### src/rtl/tes_pkg.sv
// Package of shared types, constants and helpers for the thermal erosion sweep block.
package tes_pkg;

   localparam int MAX_SIDE    = 64;
   localparam int HEIGHT_BITS = 16;
   localparam int STORE_DEPTH = MAX_SIDE * MAX_SIDE;
   localparam int INDEX_BITS  = $clog2(STORE_DEPTH);

   localparam logic [1:0] OP_LOAD  = 2'd0;
   localparam logic [1:0] OP_SWEEP = 2'd1;
   localparam logic [1:0] OP_READ  = 2'd2;
   localparam logic [1:0] OP_NONE  = 2'd3;

   localparam logic [0:0] REG_GRID_SIDE = 1'd0;
   localparam logic [0:0] REG_TALUS     = 1'd1;

   localparam logic [1:0] OFF_NEG  = 2'd0;
   localparam logic [1:0] OFF_ZERO = 2'd1;
   localparam logic [1:0] OFF_POS  = 2'd2;

   // Reciprocal of five scaled by 2^18, exact for 16-bit dividends.
   localparam logic [17:0] RECIP_FIVE = 18'd52429;

   typedef struct packed {
      logic [1:0]  op;
      logic [11:0] cell_index;
      logic [15:0] height_in;
   } req_type;

   typedef struct packed {
      logic [15:0] height_out;
      logic        sweep_done;
   } rsp_type;

   typedef struct packed {
      logic ld_write;
      logic rd_issue;
      logic out_zero;
      logic out_read;
      logic out_done;
      logic sweep_init;
      logic c_read;
      logic c_cap;
      logic n_skip;
      logic n_read;
      logic n_eval;
      logic calc;
      logic c_write;
      logic div_start;
      logic div_step;
      logic n_write;
      logic cell_next;
   } cmd_type;

   typedef struct packed {
      logic side_zero;
      logic nb_in;
      logic j_end;
      logic cnt_zero;
      logic k_last;
      logic div_done;
      logic last_cell;
   } status_type;

   function automatic logic [1:0] nb_dy(input logic [3:0] j);
      logic [1:0] r;
      case (j)
         4'd0, 4'd1, 4'd2: r = OFF_NEG;
         4'd3, 4'd4:       r = OFF_ZERO;
         default:          r = OFF_POS;
      endcase
      return r;
   endfunction

   function automatic logic [1:0] nb_dx(input logic [3:0] j);
      logic [1:0] r;
      case (j)
         4'd0, 4'd3, 4'd5: r = OFF_NEG;
         4'd1, 4'd6:       r = OFF_ZERO;
         default:          r = OFF_POS;
      endcase
      return r;
   endfunction

endpackage

### src/rtl/tes_ctrl.sv
// Controller state machine that sequences operations and the erosion sweep.
module tes_ctrl import tes_pkg::*; (
   input  logic       clock,
   input  logic       reset,
   input  logic       req_valid,
   input  logic [1:0] req_op,
   input  logic       out_busy,
   input  status_type status,
   output logic       req_stall,
   output cmd_type    cmd
);
   localparam logic [3:0] S_IDLE    = 4'd0;
   localparam logic [3:0] S_RD_WT   = 4'd1;
   localparam logic [3:0] S_C_RD    = 4'd2;
   localparam logic [3:0] S_C_WT    = 4'd3;
   localparam logic [3:0] S_N_SEL   = 4'd4;
   localparam logic [3:0] S_N_WT    = 4'd5;
   localparam logic [3:0] S_CALC    = 4'd6;
   localparam logic [3:0] S_C_WR    = 4'd7;
   localparam logic [3:0] S_DIV_LD  = 4'd8;
   localparam logic [3:0] S_DIV_RUN = 4'd9;
   localparam logic [3:0] S_N_WR    = 4'd10;
   localparam logic [3:0] S_NEXT    = 4'd11;
   localparam logic [3:0] S_FIN     = 4'd12;

   logic [3:0] state_ff, state_in;
   logic       accept;

   assign req_stall = (state_ff != S_IDLE) || out_busy;
   assign accept    = req_valid && !req_stall;

   always_comb begin
      state_in = state_ff;
      cmd      = '0;
      case (state_ff)
         S_IDLE: begin
            if (accept) begin
               case (req_op)
                  OP_LOAD: begin
                     cmd.ld_write = 1'b1;
                     cmd.out_zero = 1'b1;
                  end
                  OP_SWEEP: begin
                     if (status.side_zero) begin
                        cmd.out_done = 1'b1;
                     end else begin
                        cmd.sweep_init = 1'b1;
                        state_in = S_C_RD;
                     end
                  end
                  OP_READ: begin
                     cmd.rd_issue = 1'b1;
                     state_in = S_RD_WT;
                  end
                  default: cmd.out_zero = 1'b1;
               endcase
            end
         end
         S_RD_WT: begin
            cmd.out_read = 1'b1;
            state_in = S_IDLE;
         end
         S_C_RD: begin
            cmd.c_read = 1'b1;
            state_in = S_C_WT;
         end
         S_C_WT: begin
            cmd.c_cap = 1'b1;
            state_in = S_N_SEL;
         end
         S_N_SEL: begin
            if (status.j_end) begin
               state_in = status.cnt_zero ? S_NEXT : S_CALC;
            end else if (status.nb_in) begin
               cmd.n_read = 1'b1;
               state_in = S_N_WT;
            end else begin
               cmd.n_skip = 1'b1;
            end
         end
         S_N_WT: begin
            cmd.n_eval = 1'b1;
            state_in = S_N_SEL;
         end
         S_CALC: begin
            cmd.calc = 1'b1;
            state_in = S_C_WR;
         end
         S_C_WR: begin
            cmd.c_write = 1'b1;
            state_in = S_DIV_LD;
         end
         S_DIV_LD: begin
            cmd.div_start = 1'b1;
            state_in = S_DIV_RUN;
         end
         S_DIV_RUN: begin
            if (status.div_done) begin
               state_in = S_N_WR;
            end else begin
               cmd.div_step = 1'b1;
            end
         end
         S_N_WR: begin
            cmd.n_write = 1'b1;
            state_in = status.k_last ? S_NEXT : S_DIV_LD;
         end
         S_NEXT: begin
            if (status.last_cell) begin
               state_in = S_FIN;
            end else begin
               cmd.cell_next = 1'b1;
               state_in = S_C_RD;
            end
         end
         S_FIN: begin
            cmd.out_done = 1'b1;
            state_in = S_IDLE;
         end
         default: state_in = S_IDLE;
      endcase
   end

   always_ff @(posedge clock) begin
      if (reset) begin
         state_ff <= S_IDLE;
      end else begin
         state_ff <= state_in;
      end
   end
endmodule

### config.mk
export PLATFORM = sky130hd
export DESIGN_NAME = tes_ctrl
export DESIGN_NICKNAME = d
export VERILOG_FILES = /design/src/rtl/tes_pkg.sv /design/src/rtl/tes_ctrl.sv
export SDC_FILE = /design/constraint.sdc
export NUM_CORES = 1
export LEC_CHECK = 0
export ABC_AREA = 1
export BUFFER_PORTS_ARGS = -buffer_cell sky130_fd_sc_hd__buf_2
export CORE_MARGIN = 4
export CORE_UTILIZATION = 39
export DETAILED_ROUTE_END_ITERATION = 12
export GPL_ROUTABILITY_DRIVEN = 0
export PLACE_DENSITY = 0.72
export SYNTH_ARGS = -nofsm -noshare
export SYNTH_HDL_FRONTEND = slang
export SYNTH_SLANG_ARGS = --single-unit
### constraint.sdc
create_clock -name clock -period 1.5 [get_ports clock]
set_input_delay 0.075 -clock clock [delete_from_list [all_inputs] [get_ports clock]]
set_output_delay 0.075 -clock clock [all_outputs]
set_load 0.02 [all_outputs]
==> qor.csv, run 1 <==
metric;value;unit
mappedNetlistArea;547;um2
grt-busiest-layer;met2;
num_rows;13;
yosysSeqAreaShare;14.6;%
power_leakage;0.563;nW
area_delta_synth_final;43.5;%
fin_crit_sh;95.6;%
grt_pass1_wl;2.79;mm
hold_ws;0.0400;ns
ctsHoldBuffers;0;
postSynthRegisterBits;4;
cp_slowest_cell;dfxtp_1;
n_fill_cell;142;
met1_usage;21.0;%
ir_worst_vdd;0.315;mV
cts_htree_levels;1;
setup-violations-final;0;
die-width;45.4;um
max_stage_delay;0.33;ns
finalHoldViolCount;0;
core_area;1320;um2
grt_use_met2;33.1;%
antenna_found_initial;0;
grt-ovfl-total;0;
cp-end-kind;output port;
largest_reg_flops;4;
crit_type;reg -> out;
root_buffer;clkbuf_4;
largestRegisters;state_ff: 4 flops;
final_nets;161;
postLayoutCoreUtil;59.5;%
dp.cells;154;
firstDrtPassIters;4;
ys_types;16;
die_area;2070;um2
startpoint_type;flop;
fmax;698;MHz
route.detailed.drc;0;
pre_cts_slack;0.169;ns
ys_top_cells_by_area;inv_1 21%, nand2_1 17%, dfxtp_1 15%, nor2_1 12%, ha_1 6.9%;
cts_sinks;4;
drv_slew;0;
crit_chain;nor2_2 -> nand2_2 -> inv_2 -> nand3_4 -> o32ai_1 -> buf_2;
arrival;1.36;ns
portBuffers;30;
worstMarginPinSlew;0.253;ns
drt-initial-drc-count;25;
start_util;41.5;%
hp-class;in -> reg;
clkLatencyLatePin;0.24;ns
wirelength;1.69;mm
ioPinCount;31;
worstPathRequired;1.42;ns
yosysWarnings;0;
fin_crit;1.43;ns
cts_tree;done;
antenna_cells;0;
status;finished, final reports clean;
syn_area_per_cell;5.11;um2
fin_cells;158;
setup_ws;0.0664;ns
cts.clk_slew.worst_paths;0.04;ns
yosysTopAreaCell;inv_1;
max-clock-path-buffers;2;
routed_via_density;4.88;
cap_violations;0;
ant_nets;0;
track_usage;18.0;%
layout_common_cells;30 x inv_1, 30 x buf_2, 25 x nand2_1, 15 x nor2_1, 7 x nand3_1;
relSlewSlack;83.1;%
num_vias;771;
met3_usage;0.395;%
power_density;513;nW/um2
syn-instance-count;107;
wl_per_cell;10.7;um
synth.net_count;123;
critPathMaxFanout;5;
numCtsBuffers;3;
grt_max_degree;7;
grt_pass1_vias;756;
fin_worst_skew;0.00519;ns
top_register;state_ff;
place_hpwl;1.43;mm
layout-drive-gt1-share;32.2;%
fp.dieH;45.4;um
synth_top_area_share;21.3;%
cell usage after synthesis:
library cell  number
a21oi_1            3
a31oi_1            1
dfxtp_1            4
ha_1               3
inv_1             31
nand2_1           25
nand2_2            2
nand3_1            7
nand3_2            1
nand4_1            2
nor2_1            17
nor2_2             2
nor3_1             6
o211ai_1           1
o21ai_0            1
o32ai_1            1
metrics by stage:
step                      total power (W)  setup TNS, ns  area [um2]
after floorplan                  0.000204              0         547
after global placement           0.000253              0         731
after detailed placement         0.000256              0         731
after CTS                        0.000395              0         768
after global routing             0.000426        -0.0145         785
final                            0.000403              0         785
kinds of logic (layout without fill, tap and decap cells):
family	after synthesis	after routing	share of synthesized area [%]
DFF	4	4	14.6
and+or+nand+nor	62	62	49.4
AOI/OAI and AO/OA	7	7	7.78
adders and majority gates	3	3	6.87
buffers and inverters	31	67	21.3
path summary, 6_finish.rpt:
| check | endpoint | slack, ns | cells past startpoint | startpoint |
|---|---|---|---|---|
| max | cmd[12] | 0.07 | 6 | state_ff[2] |
| min | state_ff[1] | 0.04 | 2 | reset |
| max reg2reg | state_ff[1] | 0.22 | 9 | state_ff[2] |
| min reg2reg | state_ff[1] | 0.79 | 7 | state_ff[0] |
worst max-delay path: cells and delay by family, from the launching register on:
| family | cells | cell delay, ns |
|---|---|---|
| and+or+nand+nor | 3 | 0.34 |
| buffers and inverters | 2 | 0.31 |
| AOI/OAI and AO/OA | 1 | 0.14 |
| DFF | 1 | 0.33 |
where the power goes:
part	leakage [nW]	switching, W	internal [W]
Clock	0.0138	0.0000454	0.0000896
Combinational	0.516	0.0000914	0.0000597
Sequential	0.0328	0.00000566	0.000111
Total	0.563	0.000142	0.000260
layer usage:
metal / vias up / share of wire (%)
met5: - / 0
met4: 0 / 1.5
met3: 4 / 8.0
met2: 35 / 50
met1: 336 / 40
li1: 396 / -
area by class of cell:
| class | count | area, um2 | share of cell area, % |
|---|---|---|---|
| timing repair buffer | 33 | 173 | 22.0 |
| inverter | 31 | 116 | 14.8 |
| clock buffer | 3 | 22.5 | 2.87 |
| sequential | 4 | 81.3 | 10.4 |
| tap | 15 | 18.8 | 2.39 |
| multi-input combinational | 72 | 373 | 47.5 |
timing repair:
action                                  4_1_cts  5_1_grt
gates resized for setup                       2        5
setup buffers                                 1        0
pin swaps                                     1        0
gates cloned                                  0        0
endpoints found under the setup margin        3        8
No activity file was read; power rests on OpenSTA's default activity.
==> run 2, diff against run 1 <==
--- a/config.mk
+++ b/config.mk
@@ -5,13 +5,12 @@
 export SDC_FILE = /design/constraint.sdc
 export NUM_CORES = 1
 export LEC_CHECK = 0
-export ABC_AREA = 1
 export BUFFER_PORTS_ARGS = -buffer_cell sky130_fd_sc_hd__buf_2
 export CORE_MARGIN = 4
 export CORE_UTILIZATION = 39
 export DETAILED_ROUTE_END_ITERATION = 12
 export GPL_ROUTABILITY_DRIVEN = 0
-export PLACE_DENSITY = 0.72
+export PLACE_DENSITY = 0.7
 export SYNTH_ARGS = -nofsm -noshare
 export SYNTH_HDL_FRONTEND = slang
 export SYNTH_SLANG_ARGS = --single-unit
==> run 2 against run 1 <==
Net effect:
- power is 0.84% lower
- die area up 11%
- worst hold slack worse by 0.018 ns
- wire length grew 9.8%
- clock power about the same
- global-route usage increased by 0.11 points
- sequential power down 5%
- first-iteration DRC count fell by 60%
- cell count down 14%
- worst setup slack lost 0.056 ns
- area after synthesis grew 14%
- largest power group unchanged
==> qor.csv, run 2 <==
metric;value;unit;change
fin_area;891;um2;+14%
worstReg2RegEnd;state_ff[0];;
startpoint_type;flop;;
synth.net_count;101;;-18%
core_area;1510;um2;+14%
path_delay_family;simple AND/OR/NAND/NOR gates;;
num_vias;769;;-0.26%
wirelength;1.86;mm;+9.8%
grt-busiest-layer;met2;;
final_nets;138;;-14%
placed_cell_area;788;um2;+7.9%
rsz0062_at_grt;yes;;
crit_type;reg -> out;;
ctsHoldBuffers;0;;unchanged
finalHoldViolCount;0;;unchanged
ir_worst_vdd;0.347;mV;+10%
ioPinCount;31;;unchanged
drt-initial-drc-count;10;;-60%
postLayoutCoreUtil;59.1;%;-0.41 points
grt_pass1_vias;674;;-11%
path_buf_inv;1;;-1
top_register;state_ff;;
worstMarginPinSlew;0.511;ns;+0.258 ns
netlist_top_cells_count;15 x nor2_1, 8 x nand2_1, 5 x nand2b_1, 5 x nor3_1, 4 x dfxtp_1;;
hold_path_depth;2;;unchanged
clockPowerShare;34.1;%;+0.6 points
antenna_cells;0;;unchanged
swShare;32.7;%;-2.6 points
grt_pass1_wl;2.90;mm;+3.9%
power_density;448;nW/um2;-13%
route.detailed.drc;0;;unchanged
pre_cts_slack;0.0463;ns;-0.122 ns
cts.clk_slew.worst_paths;0.04;ns;about the same
timing.rr.start;state_ff[1];;
area_delta_synth_final;43.3;%;
mappedNetlistArea;622;um2;+14%
max-clock-path-buffers;2;;unchanged
seqPwrFrac;27.9;%;-1.1 points
setup-violations-final;0;;unchanged
cp-end-kind;output port;;
cp_slowest_cell;or3_4;;
rr_worst_depth;4;;-5
crit_chain;or2_4 -> or3_4 -> buf_6;;
cts_tree;done;;
place_hpwl;1.41;mm;-1.7%
setup_ws;0.0101;ns;-0.0562 ns
fmax;671;MHz;-3.8%
arrival;1.41;ns;+0.05 ns
ys_types;37;;+21
met3_usage;2.26;%;+1.9 points
wl_per_cell;13.7;um;+28%
layout_common_cells;25 x buf_2, 14 x nor2_1, 12 x buf_4, 8 x nand2_1;;
async_reset_ff_share;0;%;unchanged
syn_area_per_cell;7.32;um2;+43%
hp-class;in -> reg;;
layout-drive-gt1-share;48.3;%;+16 points
fin_crit;1.49;ns;+0.0562 ns
fin_crit_sh;99.3;%;+3.7 points
cap_violations;0;;unchanged
worstPathRequired;1.42;ns;about the same
cts_sinks;4;;unchanged
fp.dieH;47.9;um;+5.5%
synth.most_common_cell;nor2_1;;
postSynthRegisterBits;4;;unchanged
syn-instance-count;85;;-21%
portBuffers;30;;unchanged
firstDrtPassIters;4;;unchanged
synth_edf_count;0;;unchanged
fin_worst_skew;0.00301;ns;-0.00218 ns
final_common_cell;buf_2;;
yosysSeqAreaShare;12.9;%;-1.8 points
die_area;2300;um2;+11%
yosysWarnings;0;;unchanged
power_leakage;0.417;nW;-26%
start_util;41.3;%;-0.22 points
clkLatencyLatePin;0.24;ns;about the same
synth_top_area_share;12.9;%;-8.4 points
relSlewSlack;65.0;%;-18 points
routed_via_density;5.65;;+16%
grt_use_met2;29.3;%;-3.9 points
track_usage;18.1;%;+0.11 points
max_stage_delay;0.39;ns;+0.06 ns
die-width;47.9;um;+5.5%
root_buffer;clkbuf_4;;
num_rows;14;;+1
combPwrFrac;38.0;%;+0.5 points
largest_reg_flops;4;;unchanged
ys_top_cells_by_area;dfxtp_1 13%, nor2_1 9.1%, ha_1 6.0%, nand2b_1 5.0%, nand2_1 4.8%;;
p_sw;0.000131;W;-8.2%
grt_max_degree;16;;+9
antenna_found_initial;0;;unchanged
cts_htree_levels;1;;unchanged
reg2reg_slack;0.13;ns;-0.09 ns
min_from;reset;;
yosysTopAreaCell;dfxtp_1;;
largestRegisters;state_ff: 4 flops;;
hold_end;state_ff[2];;
ant_nets;0;;unchanged
drv_slew;0;;unchanged
critPathMaxFanout;7;;+2
status;finished, final reports clean;;
p_int;0.000269;W;+3.2%
met1_usage;21.6;%;+0.68 points
grt-ovfl-total;0;;unchanged
numCtsBuffers;3;;unchanged
ys.flop_type;dfxtp_1;;
## run 2: cell families after synthesis
group	count (synthesis)	synth area share (%)
and+or+nand+nor	51	47.7
AOI/OAI and AO/OA	17	21.3
buffers and inverters	10	12.1
adders and majority gates	3	6.04
DFF	4	12.9
## run 2: through the flow
| step | hold slack [ns] | instances | TNS (ns) | power, W |
|---|---|---|---|---|
| 5_1_grt | 0.0177 | 136 | -0.0904 | 0.000430 |
| 3_3_place_gp | 0.272 | 130 | 0 | 0.000242 |
| 2_1_floorplan | 0.154 | 85 | 0 | 0.000202 |
| 4_1_cts | 0.0119 | 133 | 0 | 0.000390 |
| 6_report | 0.0224 | 136 | 0 | 0.000399 |
| 3_5_place_dp | 0.274 | 130 | 0 | 0.000245 |
## run 2: how the worst max path moves through the flow
stage	start	endpoint	cells past startpoint
after floorplan	state_ff[1]	cmd[11]	6
after global placement	state_ff[0]	cmd[12]	4
after detailed placement	req_op[1]	state_ff[1]	7
after CTS	state_ff[0]	cmd[14]	3
after global routing	state_ff[1]	cmd[11]	5
final	state_ff[2]	req_stall	3
## run 2: final cells by class
class	instances	area, um2
fill	146	616
multi-input combinational	71	513
inverter	3	11.3
tap	16	20.0
sequential	4	86.3
clock buffer	3	22.5
timing repair buffer	39	238
## run 2: power groups by stage
stage | clock network [W] | registers [W] | logic [W]
after CTS | 0.000143 | 0.000112 | 0.000135
after floorplan | 0 | 0.000113 | 0.0000895
after global routing | 0.000151 | 0.000111 | 0.000168
after detailed placement | 0 | 0.000114 | 0.000131
after global placement | 0 | 0.000114 | 0.000128
final | 0.000136 | 0.000111 | 0.000152
## run 2: worst reg2reg max path, cell delays in order (launching register included)
cell and delay (ns):
dfxtp_2 0.35, buf_4 0.19, nor2_1 0.05, a2111oi_0 0.50
o31a_2 0.22
## run 2: timing repair
action	4_1_cts	5_1_grt
pin swaps	1	3
gates resized for setup	4	14
hold endpoints to repair	0	0
endpoints found under the setup margin	7	8
buffers inserted	0	3
## run 2: per-layer routing
metal / part of all wire [%] / vias to the layer above
met5: 0 / -
met4: 3.4 / 0
met3: 5.4 / 8
met2: 51 / 25
met1: 40 / 363
li1: - / 373
==> run 3, diff against run 2 <==
--- a/config.mk
+++ b/config.mk
@@ -10,6 +10,7 @@
 export CORE_UTILIZATION = 39
 export DETAILED_ROUTE_END_ITERATION = 12
 export GPL_ROUTABILITY_DRIVEN = 0
+export GPL_TIMING_DRIVEN = 0
 export PLACE_DENSITY = 0.7
 export SYNTH_ARGS = -nofsm -noshare
 export SYNTH_HDL_FRONTEND = slang
==> run 3 against run 2 <==
Net effect:
- the run now ends with setup timing left
- non-clock buffer count is 2 lower
- via count down 3.5%
- die area unchanged
- first-iteration DRC count up 120%
- critical endpoint is now cmd[14]
- sequential share of layout area up 0.65 points
==> qor.csv, run 3 (synthesized netlist as in run 2, its figures left out) <==
metric;value;unit;change
status;complete, but fails checks;;
violations;setup timing;;
die_area;2300;um2;unchanged
track_usage;17.5;%;-0.64 points
wirelength;1.94;mm;+4.4%
power_density;449;nW/um2;about the same
relSlewSlack;66.5;%;+1.4 points
largestRegisters;state_ff: 4 flops;;
reg2reg_slack;0.11;ns;-0.02 ns
final_common_cell;buf_2;;
top_register;state_ff;;
seqPwrFrac;28.7;%;+0.8 points
final_nets;136;;-1.4%
layout-drive-gt1-share;45.8;%;-2.6 points
crit_chain;or2_4 -> buf_4 -> nor4_2 -> buf_4;;
arrival;1.46;ns;+0.05 ns
setup_ws;-0.0326;ns;-0.0428 ns
clockPowerShare;34.8;%;+0.7 points
cap_violations;0;;unchanged
ioPinCount;31;;unchanged
cpMostUsedCell;buf_4;;
num_rows;14;;unchanged
antenna_cells;0;;unchanged
area_delta_synth_final;40.0;%;
route.met3.wl;75;um;-25%
worstMarginPinSlew;0.490;ns;-0.0209 ns
grt_max_degree;11;;-5
place_hpwl;1.35;mm;-3.8%
path_delay_family;simple AND/OR/NAND/NOR gates;;
min_from;reset;;
finalHoldViolCount;0;;unchanged
route.detailed.drc;0;;unchanged
fin_area;871;um2;-2.2%
fmax;652;MHz;-2.8%
routed-wl-met2;1.01;mm;+7.3%
rsz0062_at_grt;yes;;
top_layer;met4;;
grt_pass1_vias;706;;+4.7%
antenna_found_initial;0;;unchanged
max_stage_delay;0.35;ns;-0.04 ns
grt_pass1_wl;2.98;mm;+2.6%
p_int;0.000263;W;-2.2%
dp.cells;131;;+0.77%
portBuffers;30;;unchanged
hold_ws;0.0212;ns;-0.00118 ns
n_fill_cell;144;;-1.4%
ir_worst_vdd;0.368;mV;+6.2%
m1WireLength;834;um;+11%
combPwrFrac;36.5;%;-1.5 points
cts_tree;done;;
startpoint_type;flop;;
drv_slew;0;;unchanged
max-clock-path-buffers;2;;unchanged
cts_sinks;4;;unchanged
drt-initial-drc-count;22;;+12
fin_cells;134;;-1.5%
worstReg2RegEnd;state_ff[0];;
fin_crit_sh;102;%;+2.9 points
fin_crit;1.53;ns;+0.0428 ns
ant_nets;0;;unchanged
routed_via_density;5.54;;-2.1%
largest_reg_flops;4;;unchanged
path_buf_inv;2;;+1
die-width;47.9;um;unchanged
wl_per_cell;14.5;um;+6.0%
setup-violations-final;2;;+2
hold_path_depth;2;;unchanged
power_leakage;0.408;nW;-2.0%
setup-tns-final;-0.0530;ns;-0.0530 ns
clkLatencyLatePin;0.24;ns;about the same
cp-end-kind;output port;;
layout_common_cells;25 x buf_2, 15 x nor2_1, 8 x nand2_1, 7 x buf_4;;
num_vias;742;;-3.5%
firstDrtPassIters;4;;unchanged
fin_worst_skew;0.00730;ns;+0.00429 ns
grt-ovfl-total;0;;unchanged
rr_worst_depth;4;;unchanged
cp_slowest_cell;dfxtp_4;;
hp-class;in -> reg;;
critPathMaxFanout;7;;unchanged
cts.clk_slew.worst_paths;0.04;ns;about the same
worstPathRequired;1.42;ns;about the same
start_util;41.3;%;unchanged
cts_htree_levels;1;;unchanged
multi_input_area;488;um2;-4.9%
core_area;1510;um2;unchanged
crit_type;reg -> out;;
fp.dieH;47.9;um;unchanged
hold_end;state_ff[2];;
placed_cell_area;807;um2;+2.4%
p_sw;0.000128;W;-2.1%
numCtsBuffers;3;;unchanged
root_buffer;clkbuf_4;;
swShare;32.8;%;about the same
seq_area;90.1;um2;+4.3%
timing.rr.start;state_ff[2];;
==> run 3: changes by cell type in the layout (fill, tap and decap cells not counted), sizes merged <==
cell	before	now
buf	39	35
clkbuf	3	5
==> run 3: timing repair <==
action / CTS / global route
gates resized for setup: 8 / 9
hold buffers: 0 / 0
pin swaps: 4 / 6
setup endpoints to repair: 7 / 6
setup buffers: 1 / 2
==> run 3: worst max-delay path by stage <==
| stage | startpoint | slack [ns] | to | cells after the start |
|---|---|---|---|---|
| 6_report | state_ff[3] | -0.03 | cmd[14] | 4 |
| 3_3_place_gp | state_ff[2] | -0.004 | cmd[12] | 5 |
| 5_1_grt | state_ff[3] | -0.1 | cmd[11] | 5 |
| 3_5_place_dp | state_ff[2] | 0.008 | cmd[12] | 5 |
| 4_1_cts | state_ff[1] | 0.008 | cmd[12] | 4 |
| 2_1_floorplan | state_ff[1] | 0.07 | cmd[11] | 6 |
==> run 3: per-stage QoR <==
| step | worst slack (ns) | util [%] | total power [W] |
|---|---|---|---|
| CTS | 0.00767 | 55.1 | 0.000386 |
| floorplan | 0.0687 | - | 0.000202 |
| global placement | -0.00407 | 53.6 | 0.000246 |
| detailed placement | 0.00829 | 53.6 | 0.000248 |
| finish | -0.0326 | 57.8 | 0.000391 |
| global route | -0.0991 | 57.8 | 0.000411 |
==> run 3: per-layer routing <==
layer	track usage, %	up-vias
li1	-	372
met1	23.5	348
met2	30.9	20
met3	0.376	2
met4	3.76	0
met5	0	-
==> run 3: area by class of cell <==
| cell class | instances | share of cell area, % |
|---|---|---|
| Buffer | 4 | 4.89 |
| Clock buffer | 3 | 2.59 |
| Inverter | 3 | 1.29 |
| Multi-Input combinational cell | 71 | 56.0 |
| Sequential cell | 4 | 10.3 |
| Tap cell | 16 | 2.30 |
| Timing Repair Buffer | 33 | 22.6 |
==> run 3: power groups by stage <==
stage	combinational, W	sequential [W]	clock [W]
6_report	0.000143	0.000112	0.000136
5_1_grt	0.000157	0.000113	0.000141
4_1_cts	0.000133	0.000115	0.000138
3_5_place_dp	0.000135	0.000113	0
3_3_place_gp	0.000133	0.000113	0
2_1_floorplan	0.0000895	0.000113	0
